$ cat config.mk
export PLATFORM = sky130hd
export DESIGN_NAME = cpuex_front
export DESIGN_NICKNAME = d
export VERILOG_FILES = /design/src/hw/rtl/cpuex_pkg.sv /design/src/hw/rtl/cpuex_front.sv
export SDC_FILE = /design/constraint.sdc
export NUM_CORES = 1
export LEC_CHECK = 0
export BUFFER_PORTS_ARGS = -buffer_cell sky130_fd_sc_hd__buf_4
export CAP_MARGIN = 20
export CORE_ASPECT_RATIO = 0.6
export CORE_MARGIN = 2
export CORE_UTILIZATION = 53
export DETAILED_ROUTE_END_ITERATION = 8
export GPL_TIMING_DRIVEN = 0
export PLACE_DENSITY = 0.83
export SLEW_MARGIN = 20
export SYNTH_ARGS = -nofsm -noshare
export SYNTH_HDL_FRONTEND = slang
export SYNTH_SLANG_ARGS = --single-unit
export TNS_END_PERCENT = 10
$ cat constraint.sdc
create_clock -name aclk -period 3.49 [get_ports aclk]
set_input_delay 1.047 -clock aclk [delete_from_list [all_inputs] [get_ports aclk]]
set_output_delay 1.047 -clock aclk [all_outputs]
set_load 0.005 [all_outputs]
$ cat src/hw/rtl/cpuex_pkg.sv
// Shared types and constants of the teaching CPU execute block.
package cpuex_pkg;

    // Operation classes produced by the front end
    typedef enum logic [4:0] {
        OP_HALT, OP_NOP, OP_SWI, OP_ILL, OP_CALL, OP_CALLI, OP_BR, OP_SWAP,
        OP_ADD, OP_SUB, OP_MUL, OP_DIV, OP_NOT, OP_AND, OP_OR, OP_XOR,
        OP_SHL, OP_SHR, OP_ST, OP_STU, OP_STI, OP_CSRR, OP_ADDI, OP_LDX,
        OP_LDP, OP_CSRW, OP_CSRO, OP_CSRL, OP_CSRP
    } op_t;

    // Classified instruction word held in the queue
    typedef struct packed {
        op_t                op;
        logic [3:0]         mode;
        logic [3:0]         ra;
        logic [3:0]         rb;
        logic [3:0]         rc;
        logic signed [11:0] disp;
    } dec_t;

    // Back end sequencer states
    typedef enum logic [3:0] {
        BE_IDLE, BE_RD0, BE_RD1, BE_RD2, BE_EXEC, BE_DIV, BE_ST0, BE_LD,
        BE_ST1, BE_FIN, BE_WB0, BE_WB1, BE_DONE
    } be_state_t;

    // Opcodes
    localparam logic [3:0] OPC_HALT  = 4'h0;
    localparam logic [3:0] OPC_SWI   = 4'h1;
    localparam logic [3:0] OPC_CALL  = 4'h2;
    localparam logic [3:0] OPC_BR    = 4'h3;
    localparam logic [3:0] OPC_SWAP  = 4'h4;
    localparam logic [3:0] OPC_ARITH = 4'h5;
    localparam logic [3:0] OPC_LOGIC = 4'h6;
    localparam logic [3:0] OPC_SHIFT = 4'h7;
    localparam logic [3:0] OPC_STORE = 4'h8;
    localparam logic [3:0] OPC_MOVE  = 4'h9;

    // Branch conditions
    localparam logic [1:0] BR_ALWAYS = 2'd0;
    localparam logic [1:0] BR_EQ     = 2'd1;
    localparam logic [1:0] BR_NE     = 2'd2;
    localparam logic [1:0] BR_GT     = 2'd3;

    // Register and CSR indexes
    localparam logic [3:0] ZERO_IDX    = 4'd0;
    localparam logic [3:0] SP_IDX      = 4'd14;
    localparam logic [3:0] PC_IDX      = 4'd15;
    localparam logic [3:0] CSR_STATUS  = 4'd0;
    localparam logic [3:0] CSR_HANDLER = 4'd1;
    localparam logic [3:0] CSR_CAUSE   = 4'd2;

    // Trap reporting
    localparam logic [1:0]  TRAP_NONE     = 2'd0;
    localparam logic [1:0]  TRAP_ILLEGAL  = 2'd1;
    localparam logic [1:0]  TRAP_SWI      = 2'd2;
    localparam logic [31:0] CAUSE_ILLEGAL = 32'd1;
    localparam logic [31:0] CAUSE_SWI     = 32'd4;
    localparam logic [31:0] STATUS_IE     = 32'h4;
    localparam logic [31:0] WORD_BYTES    = 32'd4;

endpackage

$ cat src/hw/rtl/cpuex_front.sv
// Front end: classifies incoming instruction words and queues them.
module cpuex_front (
    input  logic               aclk,
    input  logic               aresetn,
    input  logic               s_valid,
    output logic               s_ready,
    input  logic [3:0]         s_opcode,
    input  logic [3:0]         s_mode,
    input  logic [3:0]         s_reg_a,
    input  logic [3:0]         s_reg_b,
    input  logic [3:0]         s_reg_c,
    input  logic signed [11:0] s_displacement,
    output logic               q_valid,
    output cpuex_pkg::dec_t    q_item,
    input  logic               q_pop
);
    import cpuex_pkg::*;

    dec_t       dec;
    dec_t       q_mem_reg [2];
    logic       wr_ptr_reg, wr_ptr_next;
    logic       rd_ptr_reg, rd_ptr_next;
    logic [1:0] count_reg, count_next;
    logic       push;
    logic       no_operands;

    assign no_operands = (s_reg_a == 4'd0) && (s_reg_b == 4'd0) && (s_reg_c == 4'd0)
                         && (s_displacement == 12'sd0);

    // Classify the opcode and mode
    always_comb begin
        dec.mode = s_mode;
        dec.ra   = s_reg_a;
        dec.rb   = s_reg_b;
        dec.rc   = s_reg_c;
        dec.disp = s_displacement;
        dec.op   = OP_ILL;
        unique case (s_opcode)
            OPC_HALT: begin
                dec.op = no_operands ? OP_HALT : OP_NOP;
            end
            OPC_SWI: begin
                if (no_operands && s_mode == 4'd0) dec.op = OP_SWI;
            end
            OPC_CALL: begin
                if (s_mode == 4'd0) dec.op = OP_CALL;
                else if (s_mode == 4'd1) dec.op = OP_CALLI;
            end
            OPC_BR: begin
                if (!s_mode[2]) dec.op = OP_BR;
            end
            OPC_SWAP: begin
                if (s_mode == 4'd0) dec.op = OP_SWAP;
            end
            OPC_ARITH: begin
                unique case (s_mode)
                    4'd0:    dec.op = OP_ADD;
                    4'd1:    dec.op = OP_SUB;
                    4'd2:    dec.op = OP_MUL;
                    4'd3:    dec.op = OP_DIV;
                    default: dec.op = OP_ILL;
                endcase
            end
            OPC_LOGIC: begin
                unique case (s_mode)
                    4'd0:    dec.op = OP_NOT;
                    4'd1:    dec.op = OP_AND;
                    4'd2:    dec.op = OP_OR;
                    4'd3:    dec.op = OP_XOR;
                    default: dec.op = OP_ILL;
                endcase
            end
            OPC_SHIFT: begin
                unique case (s_mode)
                    4'd0:    dec.op = OP_SHL;
                    4'd1:    dec.op = OP_SHR;
                    default: dec.op = OP_ILL;
                endcase
            end
            OPC_STORE: begin
                unique case (s_mode)
                    4'd0:    dec.op = OP_ST;
                    4'd1:    dec.op = OP_STU;
                    4'd2:    dec.op = OP_STI;
                    default: dec.op = OP_ILL;
                endcase
            end
            OPC_MOVE: begin
                unique case (s_mode)
                    4'd0:    dec.op = OP_CSRR;
                    4'd1:    dec.op = OP_ADDI;
                    4'd2:    dec.op = OP_LDX;
                    4'd3:    dec.op = OP_LDP;
                    4'd4:    dec.op = OP_CSRW;
                    4'd5:    dec.op = OP_CSRO;
                    4'd6:    dec.op = OP_CSRL;
                    4'd7:    dec.op = OP_CSRP;
                    default: dec.op = OP_ILL;
                endcase
            end
            default: dec.op = OP_ILL;
        endcase
    end

    // Two-entry queue towards the back end
    assign s_ready = (count_reg != 2'd2);
    assign q_valid = (count_reg != 2'd0);
    assign q_item  = q_mem_reg[rd_ptr_reg];
    assign push    = s_valid && s_ready;

    always_comb begin
        wr_ptr_next = push ? ~wr_ptr_reg : wr_ptr_reg;
        rd_ptr_next = q_pop ? ~rd_ptr_reg : rd_ptr_reg;
        count_next  = count_reg;
        if (push && !q_pop) count_next = count_reg + 2'd1;
        else if (!push && q_pop) count_next = count_reg - 2'd1;
    end

    always_ff @(posedge aclk) begin
        if (push) q_mem_reg[wr_ptr_reg] <= dec;
    end

    always_ff @(posedge aclk) begin
        if (!aresetn) begin
            wr_ptr_reg <= 1'b0;
            rd_ptr_reg <= 1'b0;
            count_reg  <= 2'd0;
        end else begin
            wr_ptr_reg <= wr_ptr_next;
            rd_ptr_reg <= rd_ptr_next;
            count_reg  <= count_next;
        end
    end

endmodule

==> results of run 1 <==
worst max-delay path, stage by stage, from the launching register on:
cell and delay (ns):
dfxtp_1 0.31, clkbuf_1 0.22, buf_2 0.33, mux2_2 0.39
buf_4 0.14
how the worst max path moves through the flow:
stage / startpoint / endpoint / slack [ns] / depth (start not counted)
3_3_place_gp: s_valid / q_mem_reg[0][27]$_DFFE_PP_ / -0.27 / 3
3_5_place_dp: s_mode[1] / q_mem_reg[0][29]$_DFFE_PP_ / 1.01 / 7
2_1_floorplan: s_valid / q_mem_reg[0][0]$_DFFE_PP_ / 0.53 / 2
4_1_cts: flip-flop / q_item[31] / 0.69 / 4
5_1_grt: flip-flop / q_item[28] / 0.62 / 4
6_report: flip-flop / q_item[31] / 0.72 / 4
metal layers:
metal	up-vias	track usage	routed length, um
met5	-	0	0
met4	0	0.07401	53
met3	6	0.07325	447
met2	67	0.2971	2902
met1	968	0.2733	2739
li1	950	-	-
kinds of logic after synthesis:
logic type | count (synthesis) | synth area share
AOI/OAI and AO/OA | 29 | 0.06315
xor gates and xnor gates | 6 | 0.01919
adders and majority gates | 6 | 0.02398
buffers and inverters | 15 | 0.02478
DFF | 71 | 0.6651
muxes | 33 | 0.1187
and+or+nand+nor | 44 | 0.08513
final cells by class:
| class | instances | share of cell area |
|---|---|---|
| multi-input cells | 118 | 0.2411 |
| clock inverters | 6 | 0.03295 |
| clock buffers | 9 | 0.03049 |
| flip-flops and latches | 71 | 0.5125 |
| repair buffers | 72 | 0.1392 |
| well taps | 80 | 0.02464 |
| plain buffers | 8 | 0.01201 |
| inverters | 7 | 0.007083 |
power by group:
group          internal [uW]  switching, uW
registers               1050           27.9
logic                    221            191
clock network            543            283
placed cells by master (no fill, tap or decap), types with 2 or more instances in the layout:
cell type  instances
inv_1              6
edfxtp_1          66
nand4_1            2
ha_1               6
nor4_1             7
clkbuf_8           9
nand2b_1           6
nor2_1             5
xnor2_1            3
clkbuf_1           2
buf_12             2
nor2b_1            3
o21ai_0            7
and2_1             4
buf_4             72
xor2_1             2
nand2_1            3
dfxtp_1            5
a21oi_1            5
o211ai_1           2
or2_2              2
bufinv_16          4
o31ai_1            4
nor3_1             2
buf_2              3
o2111ai_1          2
mux2_2            33
per-stage QoR:
step	setup TNS [ns]	instance area (sq um)	cells
3_5_place_dp	0	3805	356
5_1_grt	0	4063	371
2_1_floorplan	0	3131	204
6_report	0	4063	371
4_1_cts	0	4063	371
3_3_place_gp	-8.923	3756	354
==> results.sh, run 1 <==
export IMPL_drive_gt1_frac=0.4742
export IMPL_synthTopCellsByArea="edfxtp_1, mux2_2, dfxtp_1, ha_1, nor4_1"
export IMPL_vias=1991
export IMPL_io_buffers=70
export IMPL_holdPathStages=2
export IMPL_finalHoldViolCount=0
export IMPL_fp_dieH_um=63.53
export IMPL_grt_ovfl_total=0
export IMPL_slew_violations=0
export IMPL_area_growth_pct=29.78
export IMPL_r2r_end="count_reg[1]$_SDFFE_PN0P_"
export IMPL_track_usage=0.2010
export IMPL_ys_warn_count=0
export IMPL_synth_area_sq_mm=0.003131
export IMPL_crit_arrival_ns=1.73
export IMPL_rrSetupSlack_ns=1.84
export IMPL_setup_viol=0
export IMPL_reg2reg_depth=6
export IMPL_preCtsSetupSlack_ns=1.006
export IMPL_fin_ws_ns=0.7172
export IMPL_vias_per_cell=5.367
export IMPL_coreArea_sq_mm=0.005649
export IMPL_synth_edf_count=66
export IMPL_rsz0062_at_grt="false"
export IMPL_hold_slack_ns=0.5080
export IMPL_synth_top_area_share=0.6331
export IMPL_cts_resized=0
export IMPL_antenna_cells=0
export IMPL_final_nets=329
export IMPL_slew_headroom=0.7274
export IMPL_pwr_density_cell_mw_per_mm2=568.8
export IMPL_multi_input_area_sq_um=979.7
export IMPL_synth_nets=246
export IMPL_avgSynthCellArea_sq_um=15.35
export IMPL_synth_seq_cells=71
export IMPL_synthCells=204
export IMPL_synth_top_area_cell="edfxtp_1"
export IMPL_hp_class="flip-flop to flip-flop"
export IMPL_htree_levels=3
export IMPL_skew_ns=0.005762
export IMPL_antenna_found_initial=0
export IMPL_synth_cell_types=45
export IMPL_die_x_um=103.2
export IMPL_yosys_cell_count_top_type="edfxtp_1"
export IMPL_ys_async_sr_fraction=0
export IMPL_finalCritPeriodShare=0.7945
export IMPL_cts_tree="yes"
export IMPL_crit_type="flip-flop to primary output"
export IMPL_post_route_util=0.7192
export IMPL_clk_pin_slew_ns=0.07
export IMPL_routedWlPerCell_um=16.56
export IMPL_netlist_top_cells_count="edfxtp_1, mux2_2, nor4_1, o21ai_0"
export IMPL_io_pins=71
export IMPL_cts_setup_buffers=0
export IMPL_clock_latency_ns=0.33
export IMPL_synthFlopType="edfxtp_1"
export IMPL_postCtsHoldBufs=0
export IMPL_fp_dieArea_sq_mm=0.006558
export IMPL_grt_max_degree=33
export IMPL_dp_hpwl_mm=4.298
export IMPL_period_needed_ns=2.773
export IMPL_ant_nets=0
export IMPL_drc=0
export IMPL_critPathLaunchType="flip-flop"
export IMPL_cp_required_ns=2.44
export IMPL_synth_seq_area_share=0.6651
export IMPL_grt_pass1_wl_mm=9.646
export IMPL_cts_buffers=9
export IMPL_wl_mm=6.142
export IMPL_clk_path_buf_depth=2
export IMPL_critPathMaxFanout=10
export IMPL_initial_utilization=0.5542
export IMPL_fillers=383
export IMPL_fmax_mhz=360.6
export IMPL_max_cap_viol_count=0
export IMPL_rows=21
export IMPL_outcome="finished, final reports clean"
export IMPL_firstDrtPassIters=4
export IMPL_total_power_uw=2311
export IMPL_drt_iter0_markers=135
export IMPL_power_static_leakage_uw=0.001528
export IMPL_place_gp_congestion=0.9161
export IMPL_regArea_sq_mm=0.002082
export IMPL_endpoint_kind="primary output"
export IMPL_clock_sink_count=71
export IMPL_worstMarginPinSlew_ns=0.4052
export IMPL_r2r_start="count_reg[0]$_SDFFE_PN0P_"
export IMPL_cts_root_buffer="clkbuf_8"
export IMPL_hold_start="count_reg[1]$_SDFFE_PN0P_"
export IMPL_vdd_ir_drop_max_v=0.0003024
export IMPL_largest_reg_flops=66
export IMPL_min_to="count_reg[1]$_SDFFE_PN0P_"
export IMPL_grt_pass1_vias=1969
Power figures use the tool's default switching activity.
==> run 2: changes to the inputs <==
Settings changed: CORE_UTILIZATION 53 to 48, PLACE_DENSITY 0.83 to 0.8.
Clock period 3.49 ns to 2.27 ns, I/O delays scaled along.
==> run 2 against run 1 <==
First-iteration DRC count increased by 3.7%. Combinational power grew 55%. Die area grew 9.9%. Sequential cell count unchanged. Clock power up 17%. Non-clock buffer count shrank 1. Sequential share of layout area grew 0.56 points. Register-to-register slack got worse by 1.3 ns. Hold slack worse by 0.0011 ns. Utilization fell by 7.3 points. Cell count rose by 1.1%. Clock skew up 0.0015 ns. Critical path type unchanged. Critical endpoint is now q_item[13]. Largest power group unchanged.
==> results.sh, run 2 (same netlist as run 1, synthesis figures left out) <==
export IMPL_final_common_cell="buf_4"
export IMPL_vdd_ir_drop_max_v=0.0004307
export IMPL_cp_required_ns=1.59
export IMPL_critPathLaunchType="flip-flop"
export IMPL_cts_root_buffer="clkbuf_8"
export IMPL_place_gp_congestion=0.8788
export IMPL_grt_pass1_wl_mm=9.301
export IMPL_io_buffers=70
export IMPL_setup_viol=0
export IMPL_vias_per_cell=5.227
export IMPL_endpoint_kind="primary output"
export IMPL_grt_pass1_vias=1879
export IMPL_skew_ns=0.007248
export IMPL_multi_input_area_sq_um=979.7
export IMPL_regArea_sq_mm=0.002083
export IMPL_cpMaxStageDelayCell="dfxtp_2"
export IMPL_final_nets=328
export IMPL_antenna_found_initial=0
export IMPL_grt_max_degree=30
export IMPL_initial_utilization=0.5032
export IMPL_fillers=465
export IMPL_drive_gt1_frac=0.4777
export IMPL_cts_tree="yes"
export IMPL_critPathMaxStageDelay_ns=0.41
export IMPL_grt_ovfl_total=0
export IMPL_slew_headroom=0.7358
export IMPL_period_needed_ns=2.163
export IMPL_hp_class="flip-flop to flip-flop"
export IMPL_path_buf_inv=2
export IMPL_rows=22
export IMPL_drc=0
export IMPL_finalHoldViolCount=0
export IMPL_stdcell_count=375
export IMPL_hold_start="count_reg[1]$_SDFFE_PN0P_"
export IMPL_worstMarginPinSlew_ns=0.3953
export IMPL_r2r_start="count_reg[0]$_SDFFE_PN0P_"
export IMPL_finalCritPeriodShare=0.9529
export IMPL_dp_hpwl_mm=4.330
export IMPL_htree_levels=3
export IMPL_cp_common_cell="buf_4"
export IMPL_pwr_density_cell_mw_per_mm2=809.1
export IMPL_tns_ns=0
export IMPL_clock_latency_ns=0.34
export IMPL_drt_iter0_markers=140
export IMPL_routedWlPerCell_um=15.89
export IMPL_layout_common_cells="buf_4, edfxtp_1, mux2_2"
export IMPL_outcome="finished, final reports clean"
export IMPL_vias=1960
export IMPL_dpl_cell_count=360
export IMPL_firstDrtPassIters=4
export IMPL_max_cap_viol_count=0
export IMPL_die_x_um=108.3
export IMPL_postCtsHoldBufs=0
export IMPL_power_static_leakage_uw=0.001496
export IMPL_final_cell_area_sq_mm=0.004021
export IMPL_coreArea_sq_mm=0.006221
export IMPL_slew_violations=0
export IMPL_largest_reg_flops=66
export IMPL_fp_dieH_um=66.56
export IMPL_crit_type="flip-flop to primary output"
export IMPL_clock_sink_count=71
export IMPL_clk_pin_slew_ns=0.07
export IMPL_dpl_cell_area_sq_mm=0.003817
export IMPL_critPathMaxFanout=10
export IMPL_antenna_cells=0
export IMPL_fp_dieArea_sq_mm=0.007205
export IMPL_track_usage=0.1805
export IMPL_ant_nets=0
export IMPL_rsz0062_at_grt="false"
export IMPL_area_growth_pct=28.46
export IMPL_clk_path_buf_depth=2
export IMPL_cts_buffers=9
export IMPL_io_pins=71
export IMPL_crit_arrival_ns=1.48
export IMPL_fmax_mhz=462.3
export IMPL_path_cells="buf_4 -> mux2_2 -> buf_4"
export IMPL_path_delay_family="flip-flops"
export IMPL_wl_mm=5.959
-- run 2: cell types whose count changed in the layout (fill, tap and decap cells not counted), sizes merged --
cell	change
clkinvlp	+2
clkinv	+1
clkbuf	-1
bufinv	-3
inv	+1
-- run 2: layout make-up --
cell class,instances,area share
Buffer,7,0.01400
Clock buffer,9,0.03080
Clock inverter,7,0.01773
Inverter,7,0.007156
Multi-Input combinational cell,118,0.2436
Sequential cell,71,0.5180
Tap cell,84,0.02614
Timing Repair Buffer,72,0.1425
-- run 2: repair_timing --
action | 4_1_cts | 5_1_grt
gates resized for setup | 4 | 1
setup buffers | 0 | 0
endpoints found under the setup margin | 30 | 1
-- run 2: routing by layer --
metal | vias up | GRT usage | share of wire
met1 | 924 | 0.2511 | 0.47
met2 | 80 | 0.2524 | 0.44
met4 | 0 | 0.04808 | 0.0057
li1 | 950 | - | -
met5 | - | 0 | 0
met3 | 6 | 0.08611 | 0.083
-- run 2: worst paths after layout --
check,to,slack [ns],depth (start not counted)
min reg2reg,count_reg[1]$_SDFFE_PN0P_,0.51,2
max reg2reg,count_reg[1]$_SDFFE_PN0P_,0.56,6
min,count_reg[1]$_SDFFE_PN0P_,0.51,2
max,q_item[13],0.11,3
-- run 2: stage by stage --
step,util,hold slack [ns],power [uW],setup WS [ns]
final,0.6464,0.5070,3253,0.1070
after global routing,0.6464,0.4977,3408,0.01480
after CTS,0.6458,0.5061,3292,0.07413
after detailed placement,0.6136,0.5032,2319,0.1481
after global placement,0.6050,0.4819,2270,-0.3114
after floorplan,-,0.4728,1978,0.2233
-- run 2: worst min-delay path, stage by stage (launching register included) --
cell and delay (ns):
dfxtp_1 0.33, o21ai_0 0.06, a21boi_0 0.07
-- run 2: report_power, final --
part,total [uW],internal (uW),leakage (uW),switching [uW]
Clock,965,506,0.0000933,458
Combinational,636,348,0.000745,288
Sequential,1650,1610,0.000658,45.0
Total,3250,2460,0.00150,791
